**src/sv/dfe_pkg.sv**
```systemverilog
`timescale 1ns / 1ps
// ----------------------------------------------------------------------------
// dfe_pkg
// shared types and codes of the delimited field extractor
// ----------------------------------------------------------------------------
package dfe_pkg;

	typedef enum logic [1:0] {
		CFG_DELIM_BYTES  = 2'd0,
		CFG_DELIM_LEN    = 2'd1,
		CFG_FIELD_SELECT = 2'd2,
		CFG_MAX_CHARS    = 2'd3
	} cfg_index_t;

	localparam logic [1:0] KIND_BYTE   = 2'd0;
	localparam logic [1:0] KIND_DONE   = 2'd1;
	localparam logic [1:0] KIND_ABSENT = 2'd2;

	localparam logic [31:0] DELIM_RESET  = 32'd44;
	localparam logic [2:0]  DLEN_RESET   = 3'd1;
	localparam logic [12:0] MAXCH_RESET  = 13'd256;
	localparam logic [15:0] COUNT_TOP    = 16'hFFFF;
	localparam int          MAXCH_LIMIT  = 8191;

	typedef struct packed {
		logic [7:0]  out_byte;
		logic [1:0]  kind;
		logic [12:0] copied_len;
		logic [15:0] field_total;
		logic        last;
	} result_t;

endpackage

```
**src/sv/delimited_field_extractor.sv**
```systemverilog
`timescale 1ns / 1ps
// ----------------------------------------------------------------------------
// delimited_field_extractor
// streaming extraction of one delimited field from a line of text
// ----------------------------------------------------------------------------
// One text byte or end-of-line marker is taken per cycle unless in_stall is
// high. Delimiter matching, the hold window and the counters are updated in the
// cycle of the transfer, and its results enter a result queue of twice the hold
// depth (hold depth is DELIM_MAX, up to four), rounded up to a power of two,
// so eight entries by default. A byte causes at most one result unless the
// delimiter has just been shortened while bytes are held, so text runs at one
// byte per clock if not stalled; an end of line causes up to four results
// (released held bytes and the status), which leave the queue at one per cycle
// if not stalled. Input stall rises while the queue has fewer free entries than
// the largest burst one transfer can write. No clearing pass follows reset.
module delimited_field_extractor #(
	parameter int DELIM_MAX = 4,
	parameter int LEN_MAX   = 4096
) (
	input  logic        clk,
	input  logic        arst_n,
	input  logic        cfg_wr_en,
	input  logic [1:0]  cfg_index,
	input  logic [31:0] cfg_wdata,
	input  logic        in_valid,
	output logic        in_stall,
	input  logic [7:0]  text_byte,
	input  logic        end_line,
	output logic        out_valid,
	input  logic        out_stall,
	output logic [7:0]  out_byte,
	output logic [1:0]  kind,
	output logic [12:0] copied_len,
	output logic [15:0] field_total,
	output logic        last
);
	import dfe_pkg::*;

	localparam int HOLD_DEPTH = (DELIM_MAX < 4) ? DELIM_MAX : 4;
	localparam int LEN_LIMIT  = (LEN_MAX > MAXCH_LIMIT) ? MAXCH_LIMIT : LEN_MAX;
	localparam int QDEPTH     = 2 ** $clog2(2 * HOLD_DEPTH);
	localparam int NW         = $clog2(HOLD_DEPTH + 1);

	logic          fire;
	result_t       res [HOLD_DEPTH];
	logic [NW-1:0] res_count;
	result_t       head;

	assign fire = in_valid && !in_stall;

	dfe_core #(
		.HOLD_DEPTH (HOLD_DEPTH),
		.LEN_LIMIT  (LEN_LIMIT)
	) u_core (
		.clk       (clk),
		.arst_n    (arst_n),
		.cfg_wr_en (cfg_wr_en),
		.cfg_index (cfg_index),
		.cfg_wdata (cfg_wdata),
		.fire      (fire),
		.text_byte (text_byte),
		.end_line  (end_line),
		.res       (res),
		.res_count (res_count)
	);

	dfe_outq #(
		.WR_MAX (HOLD_DEPTH),
		.DEPTH  (QDEPTH)
	) u_outq (
		.clk      (clk),
		.arst_n   (arst_n),
		.wr_en    (fire),
		.wr_count (res_count),
		.wr_data  (res),
		.low_room (in_stall),
		.rd_valid (out_valid),
		.rd_stall (out_stall),
		.rd_data  (head)
	);

	assign out_byte    = head.out_byte;
	assign kind        = head.kind;
	assign copied_len  = head.copied_len;
	assign field_total = head.field_total;
	assign last        = head.last;

endmodule

```
**src/sv/dfe_core.sv**
```systemverilog
`timescale 1ns / 1ps
// ----------------------------------------------------------------------------
// dfe_core
// configuration registers, hold window and field counters; works out the
// results of one transfer in a single pass
// ----------------------------------------------------------------------------
module dfe_core #(
	parameter int HOLD_DEPTH = 4,
	parameter int LEN_LIMIT  = 4096
) (
	input  logic                 clk,
	input  logic                 arst_n,
	input  logic                 cfg_wr_en,
	input  logic [1:0]           cfg_index,
	input  logic [31:0]          cfg_wdata,
	input  logic                 fire,
	input  logic [7:0]           text_byte,
	input  logic                 end_line,
	output dfe_pkg::result_t     res [HOLD_DEPTH],
	output logic [$clog2(HOLD_DEPTH+1)-1:0] res_count
);
	import dfe_pkg::*;

	localparam int NW = $clog2(HOLD_DEPTH + 1);
	localparam int CW = $clog2(LEN_LIMIT + 1);

	logic [31:0]   delim_bytes_q;
	logic [2:0]    delim_len_q;
	logic [15:0]   field_select_q;
	logic [12:0]   max_chars_q;

	logic [7:0]    hold_q [HOLD_DEPTH];
	logic [NW-1:0] hold_cnt_q;
	logic [15:0]   field_cnt_q;
	logic [CW-1:0] copy_cnt_q;

	logic [7:0]    seq [8];
	logic [2:0]    d, cap, cnt, pre, rem, m, e, keep;
	logic          match, sel;
	logic [CW-1:0] eff_max, limit, room, copy_nxt;
	logic [15:0]   total;
	logic          present;

	always_comb begin
		d = (delim_len_q > 3'(HOLD_DEPTH)) ? 3'(HOLD_DEPTH) : delim_len_q;
		cap = (d == 3'd0) ? 3'd0 : d - 3'd1;
		cnt = 3'(hold_cnt_q);
		pre = (cnt > cap) ? cnt - cap : 3'd0;
		rem = cnt - pre;
		for (int i = 0; i < 8; i++) begin
			if (3'(i) < cnt && i < HOLD_DEPTH) begin
				seq[i] = hold_q[i];
			end else if (3'(i) == cnt) begin
				seq[i] = text_byte;
			end else begin
				seq[i] = 8'd0;
			end
		end
		match = (d != 3'd0) && (rem == cap);
		for (int i = 0; i < HOLD_DEPTH; i++) begin
			if (3'(i) <= cap && seq[pre + 3'(i)] != delim_bytes_q[8*i +: 8]) begin
				match = 1'b0;
			end
		end
		if (end_line) begin
			m = cnt;
		end else if (d == 3'd0) begin
			m = cnt + 3'd1;
		end else begin
			m = pre + 3'((rem == cap) && !match);
		end
		keep = (end_line || d == 3'd0 || match) ? 3'd0 : cnt + 3'd1 - m;

		if (max_chars_q == 13'd0) begin
			eff_max = CW'(1);
		end else if (max_chars_q > 13'(LEN_LIMIT)) begin
			eff_max = CW'(LEN_LIMIT);
		end else begin
			eff_max = CW'(max_chars_q);
		end
		limit = eff_max - CW'(d != 3'd0);
		room = (limit > copy_cnt_q) ? limit - copy_cnt_q : '0;
		sel = (d == 3'd0) || (field_cnt_q == field_select_q);
		if (!sel) begin
			e = 3'd0;
		end else if (16'(room) < 16'(m)) begin
			e = 3'(room);
		end else begin
			e = m;
		end
		copy_nxt = copy_cnt_q + CW'(e);

		total = (field_cnt_q < COUNT_TOP) ? field_cnt_q + 16'd1 : COUNT_TOP;
		present = field_cnt_q >= field_select_q;

		for (int k = 0; k < HOLD_DEPTH; k++) begin
			res[k] = '0;
			if (3'(k) < e) begin
				res[k].out_byte = seq[k];
				res[k].kind = KIND_BYTE;
			end else if (3'(k) == e) begin
				res[k].last = 1'b1;
				if (d == 3'd0) begin
					res[k].kind = KIND_DONE;
					res[k].copied_len = 13'(copy_nxt);
					res[k].field_total = 16'd1;
				end else begin
					res[k].kind = present ? KIND_DONE : KIND_ABSENT;
					res[k].copied_len = present ? 13'(copy_nxt) : 13'd0;
					res[k].field_total = total;
				end
			end
		end
		res_count = NW'(e) + NW'(end_line);
	end

	always_ff @(posedge clk or negedge arst_n) begin
		if (!arst_n) begin
			delim_bytes_q  <= DELIM_RESET;
			delim_len_q    <= DLEN_RESET;
			field_select_q <= 16'd0;
			max_chars_q    <= MAXCH_RESET;
		end else if (cfg_wr_en) begin
			case (cfg_index)
				CFG_DELIM_BYTES:  delim_bytes_q  <= cfg_wdata;
				CFG_DELIM_LEN:    delim_len_q    <= cfg_wdata[2:0];
				CFG_FIELD_SELECT: field_select_q <= cfg_wdata[15:0];
				CFG_MAX_CHARS:    max_chars_q    <= cfg_wdata[12:0];
				default:          delim_len_q    <= delim_len_q;
			endcase
		end
	end

	always_ff @(posedge clk or negedge arst_n) begin
		if (!arst_n) begin
			hold_cnt_q  <= '0;
			field_cnt_q <= '0;
			copy_cnt_q  <= '0;
		end else if (fire) begin
			hold_cnt_q <= NW'(keep);
			if (end_line) begin
				field_cnt_q <= '0;
				copy_cnt_q  <= '0;
			end else begin
				copy_cnt_q <= copy_nxt;
				if (match && field_cnt_q < COUNT_TOP) begin
					field_cnt_q <= field_cnt_q + 16'd1;
				end
			end
		end
	end

	always_ff @(posedge clk) begin
		if (fire) begin
			for (int i = 0; i < HOLD_DEPTH; i++) begin
				hold_q[i] <= seq[3'(i) + m];
			end
		end
	end

endmodule

```
**src/sv/dfe_outq.sv**
```systemverilog
`timescale 1ns / 1ps
// ----------------------------------------------------------------------------
// dfe_outq
// result queue taking a burst of results per transfer, one out per cycle unless stalled
// ----------------------------------------------------------------------------
module dfe_outq #(
	parameter int WR_MAX = 4,
	parameter int DEPTH  = 8
) (
	input  logic                          clk,
	input  logic                          arst_n,
	input  logic                          wr_en,
	input  logic [$clog2(WR_MAX+1)-1:0]   wr_count,
	input  dfe_pkg::result_t              wr_data [WR_MAX],
	output logic                          low_room,
	output logic                          rd_valid,
	input  logic                          rd_stall,
	output dfe_pkg::result_t              rd_data
);
	import dfe_pkg::*;

	localparam int PW = $clog2(DEPTH);

	result_t       mem [DEPTH];
	logic [PW-1:0] head_q, tail_q;
	logic [PW:0]   count_q;
	logic          pop;
	logic [PW:0]   wr_num;

	assign rd_valid = count_q != '0;
	assign rd_data  = mem[head_q];
	assign pop      = rd_valid && !rd_stall;
	assign wr_num   = wr_en ? (PW+1)'(wr_count) : '0;
	assign low_room = count_q > (PW+1)'(DEPTH - WR_MAX);

	always_ff @(posedge clk or negedge arst_n) begin
		if (!arst_n) begin
			head_q  <= '0;
			tail_q  <= '0;
			count_q <= '0;
		end else begin
			head_q  <= head_q + PW'(pop);
			tail_q  <= tail_q + PW'(wr_num);
			count_q <= count_q + wr_num - (PW+1)'(pop);
		end
	end

	always_ff @(posedge clk) begin
		for (int k = 0; k < WR_MAX; k++) begin
			if (wr_en && (PW+1)'(k) < wr_num) begin
				mem[tail_q + PW'(k)] <= wr_data[k];
			end
		end
	end

endmodule

```
**config.mk**
```make
export PLATFORM = sky130hd
export DESIGN_NAME = delimited_field_extractor
export DESIGN_NICKNAME = d
export VERILOG_FILES = /design/src/sv/dfe_pkg.sv /design/src/sv/delimited_field_extractor.sv /design/src/sv/dfe_core.sv /design/src/sv/dfe_outq.sv
export SDC_FILE = /design/constraint.sdc
export NUM_CORES = 1
export LEC_CHECK = 0
export ABC_AREA = 1
export BUFFER_PORTS_ARGS = -buffer_cell sky130_fd_sc_hd__clkbuf_2
export CAP_MARGIN = 15
export CORE_ASPECT_RATIO = 1.4
export CORE_MARGIN = 2
export CORE_UTILIZATION = 65
export CTS_BUF_LIST = sky130_fd_sc_hd__clkbuf_4 sky130_fd_sc_hd__clkbuf_8
export CTS_CLUSTER_DIAMETER = 200
export CTS_CLUSTER_SIZE = 25
export DETAILED_ROUTE_END_ITERATION = 7
export PLACE_DENSITY = 0.86
export SLEW_MARGIN = 30
export SYNTH_ARGS = -nofsm -noshare
export SYNTH_HDL_FRONTEND = slang
export SYNTH_SLANG_ARGS = --single-unit
```
**constraint.sdc**
```tcl
create_clock -name clk -period 12.2 [get_ports clk]
set_input_delay 0.61 -clock clk [delete_from_list [all_inputs] [get_ports clk]]
set_output_delay 0.61 -clock clk [all_outputs]
set_load 0.05 [all_outputs]
```
==> results.md <==
* Fillers at 3882
* Net Count, Synth at 4072
* Htree depth at 1
* TritonCTS buffer count at 22
* Final Critical Period at 10.45 ns
* CTS tree: built
* Chip width at 186 um
* Slew margin rel. at between 20% and 30%
* GR Overflow Total at 0
* Worst-path clk slew at 0.15 ns
* Non-filler cells, final at 4550
* # rows at between 90 and 100
* Worst setup margin at approximately 1.7 ns
* Initial antenna violation count at 4
* Final hold violation count at 0
* Hpwl dp at 77.1 mm
* Synthesis-to-layout area growth at 4.25%
* Design area at roughly 31000 um2
* RSZ-0062 raised after global routing: false
* Slew @ Worst Pin at around 1.1 ns
* Commonest non-fill, non-tap cell in the layout: nand2_1
* Largest stage delay, worst path at 0.59 ns
* Worst EP arrival at 10.77 ns
* Max_cap viols at 0
* Critical-path maximum fanout at 40
* Delay-heaviest family, CP: simple AND/OR/NAND/NOR gates
* Nets at 4038
* Worst path bufs/invs at 11
* Largest net degree at the start of global routing at 106
* Routed WL at 110 mm
* Ratio of cells with drive above 1 in the final layout at 7.91%
* Worst vdd ir at ~0.00024 V
* Vias in the first global route at 27806
* Total GRT Usage at 45.5%
* Starting Density at 65.7%
* Seq/Total Area, Yosys at 43.8%
* Pwr dens at 319 nW/um2
* Crit path launch type: flop
* Top Ports at 90
* Placed cells at 4508
* Clk sinks at 458
* Post-DRT Antenna Nets at 0
* Final setup fails at 0
* Setup TNS at 0 ns
* Yosys reg bits at 458
* Reg2Reg Setup Slack at 1.75 ns
* Detail-routed via count per cell at between 6 and 7
* Syn avg cell area at 7.64 um2
* Lkg Pwr at 13.4 nW
* Worst skew pair latency at 0.72 ns
* Total die area at 48200 um2
* Violated checks: DRC
* Syn Inst Count at 3951
* Multi-input gate area at between 10000 and 15000 um2
* Number of I/O port buffers at 89
* Crit path top cell by count: ha_1
* Register area at 13200 um2
* GP Congestion at 1.08
* Setup bufs post-CTS at 0
* Layout Skew at between 0.05 and 0.06 ns
* DP Worst Slack at slightly above 2 ns
* Fmax at 0.0957 GHz
* Status: finished with violations
* Core ar. at 46000 um2
* Max-slew violation total from the final report at 0
* Synthesis Warnings at 0
* Hold/Removal Path Class: in -> reg
* Drt wl/cell at between 20 and 25 um
* Req. time, crit path at 12.51 ns
* Crit path kind: reg -> reg
* Most frequent cells in the layout: nand2_1, nor2_1, o21ai_0
* Initial DRC count at approximately 4200
* Placed Area at 31000 um2
* Pre-antenna DRT Iters at 8
* CP max-delay cell: xor2_1
* Clk buf depth at 3
* Root buffer cell: clkbuf_8
* Synthesized area at 30200 um2
* Netlist cell types at 58
* Tcrit/Tclk final at 85.7%
* Routed vias at 29580
* First-pass GRT wire length at 163 mm
* CP Capture Type: flop
* DRC errors left at 17
* Die Ht at around 260 um
-- synth_stat cells, drive strengths merged --
library cell | number | area (um2)
and3 | 1 | 6.26
o211ai | 32 | 240
edfxtp | 352 | 10600
or2 | 5 | 31.3
a21boi | 11 | 82.6
nand2 | 821 | 3180
nand3 | 180 | 951
nor3 | 22 | 133
o21ai | 558 | 2800
o22ai | 94 | 588
xnor2 | 24 | 210
a32oi | 8 | 70.1
nor2 | 682 | 2630
dfrtp | 101 | 2530
o21a | 21 | 158
fa | 6 | 120
nor4 | 6 | 37.5
nand4 | 20 | 125
a21oi | 131 | 667
ha | 67 | 838
dfstp | 5 | 131
o221ai | 22 | 193
mux2 | 16 | 180
nor2b | 1 | 6.26
and2 | 1 | 6.26
a2111oi | 1 | 8.76
nand3b | 7 | 52.6
o22a | 2 | 17.5
clkbuf | 147 | 552
a221oi | 2 | 17.5
buf | 62 | 349
a211oi | 11 | 82.6
xor2 | 49 | 429
a31oi | 49 | 307
o2111ai | 13 | 139
a21o | 1 | 7.51
or3 | 1 | 6.26
inv | 363 | 1360
clkinv | 14 | 53.8
o21bai | 1 | 7.51
a22oi | 41 | 308
-- routing by layer --
layer	vias to the layer above	global-route usage (%)	wire, um
li1	13300	-	-
met1	13471	52.9	36000
met2	2157	72.4	50500
met3	648	9.65	12500
met4	4	36.7	10800
met5	-	0	24
-- power breakdown --
part,internal [mW],leakage [nW],total [mW],switching (mW)
combinational,1.79,8.47,6.88,5.09
clock,0.222,0.242,0.715,0.493
sequential,2.27,4.66,2.44,0.170
-- sequential cells by signal, indices dropped and copies added, names as in the netlist --
name                   count
u_outq.mem               320
u_core.delim_bytes_q      32
u_core.hold_q             32
u_core.field_cnt_q        16
u_core.field_select_q     16
u_core.copy_cnt_q         13
u_core.max_chars_q        13
u_outq.count_q             4
u_core.cnt                 3
u_core.delim_len_q         3
u_outq.head_q              3
u_outq.tail_q              3
-- stage by stage --
stage	power [mW]	hold slack (ns)	utilization (%)
2_1_floorplan	7.15	0.314	-
3_3_place_gp	9.03	0.466	67.4
3_5_place_dp	9.11	0.474	67.4
4_1_cts	9.79	0.134	68.4
5_1_grt	10.6	0.124	68.5
6_report	10.0	0.149	68.5
-- path summary, 6_finish.rpt --
| check | from | depth (start not counted) | to |
|---|---|---|---|
| max | u_core.delim_len_q[0] | 44 | u_outq.mem[5][25] |
| min | cfg_wdata[18] | 2 | u_core.delim_bytes_q[18] |
| max reg2reg | u_core.delim_len_q[0] | 44 | u_outq.mem[5][25] |
| min reg2reg | u_core.field_select_q[9] | 2 | u_core.field_select_q[9] |
| max in group asynchronous | arst_n | 3 | u_core.field_select_q[12] |
| min in group asynchronous | arst_n | 2 | u_outq.tail_q[2] |
-- cell families after synthesis --
group,count (synthesis),share of synthesized area [%]
buffers and inverters,586,7.68
adder cells (fa/ha/maj),73,3.18
XOR/XNOR,73,2.12
AO/OA/AOI/OAI,998,18.9
multiplexers,16,0.597
flip-flops,458,43.8
AND/OR/NAND/NOR,1747,23.7
-- final cells by class --
type / instances / share of cell area, %
multi-input combinational: 2907 / 46.6
clock inverter: 2 / 0.0915
antenna: 1 / 0.00795
timing repair buffer: 151 / 2.93
tap: 617 / 2.45
clock buffer: 37 / 1.32
sequential: 458 / 42.1
inverter: 377 / 4.51
-- timing repair --
| item | CTS | global route |
|---|---|---|
| hold buffers | 1 | 0 |
| gates resized for setup | 0 | 0 |
| hold endpoints to repair | 30 | 0 |
Note: power is estimated with default switching activity, not from simulation.
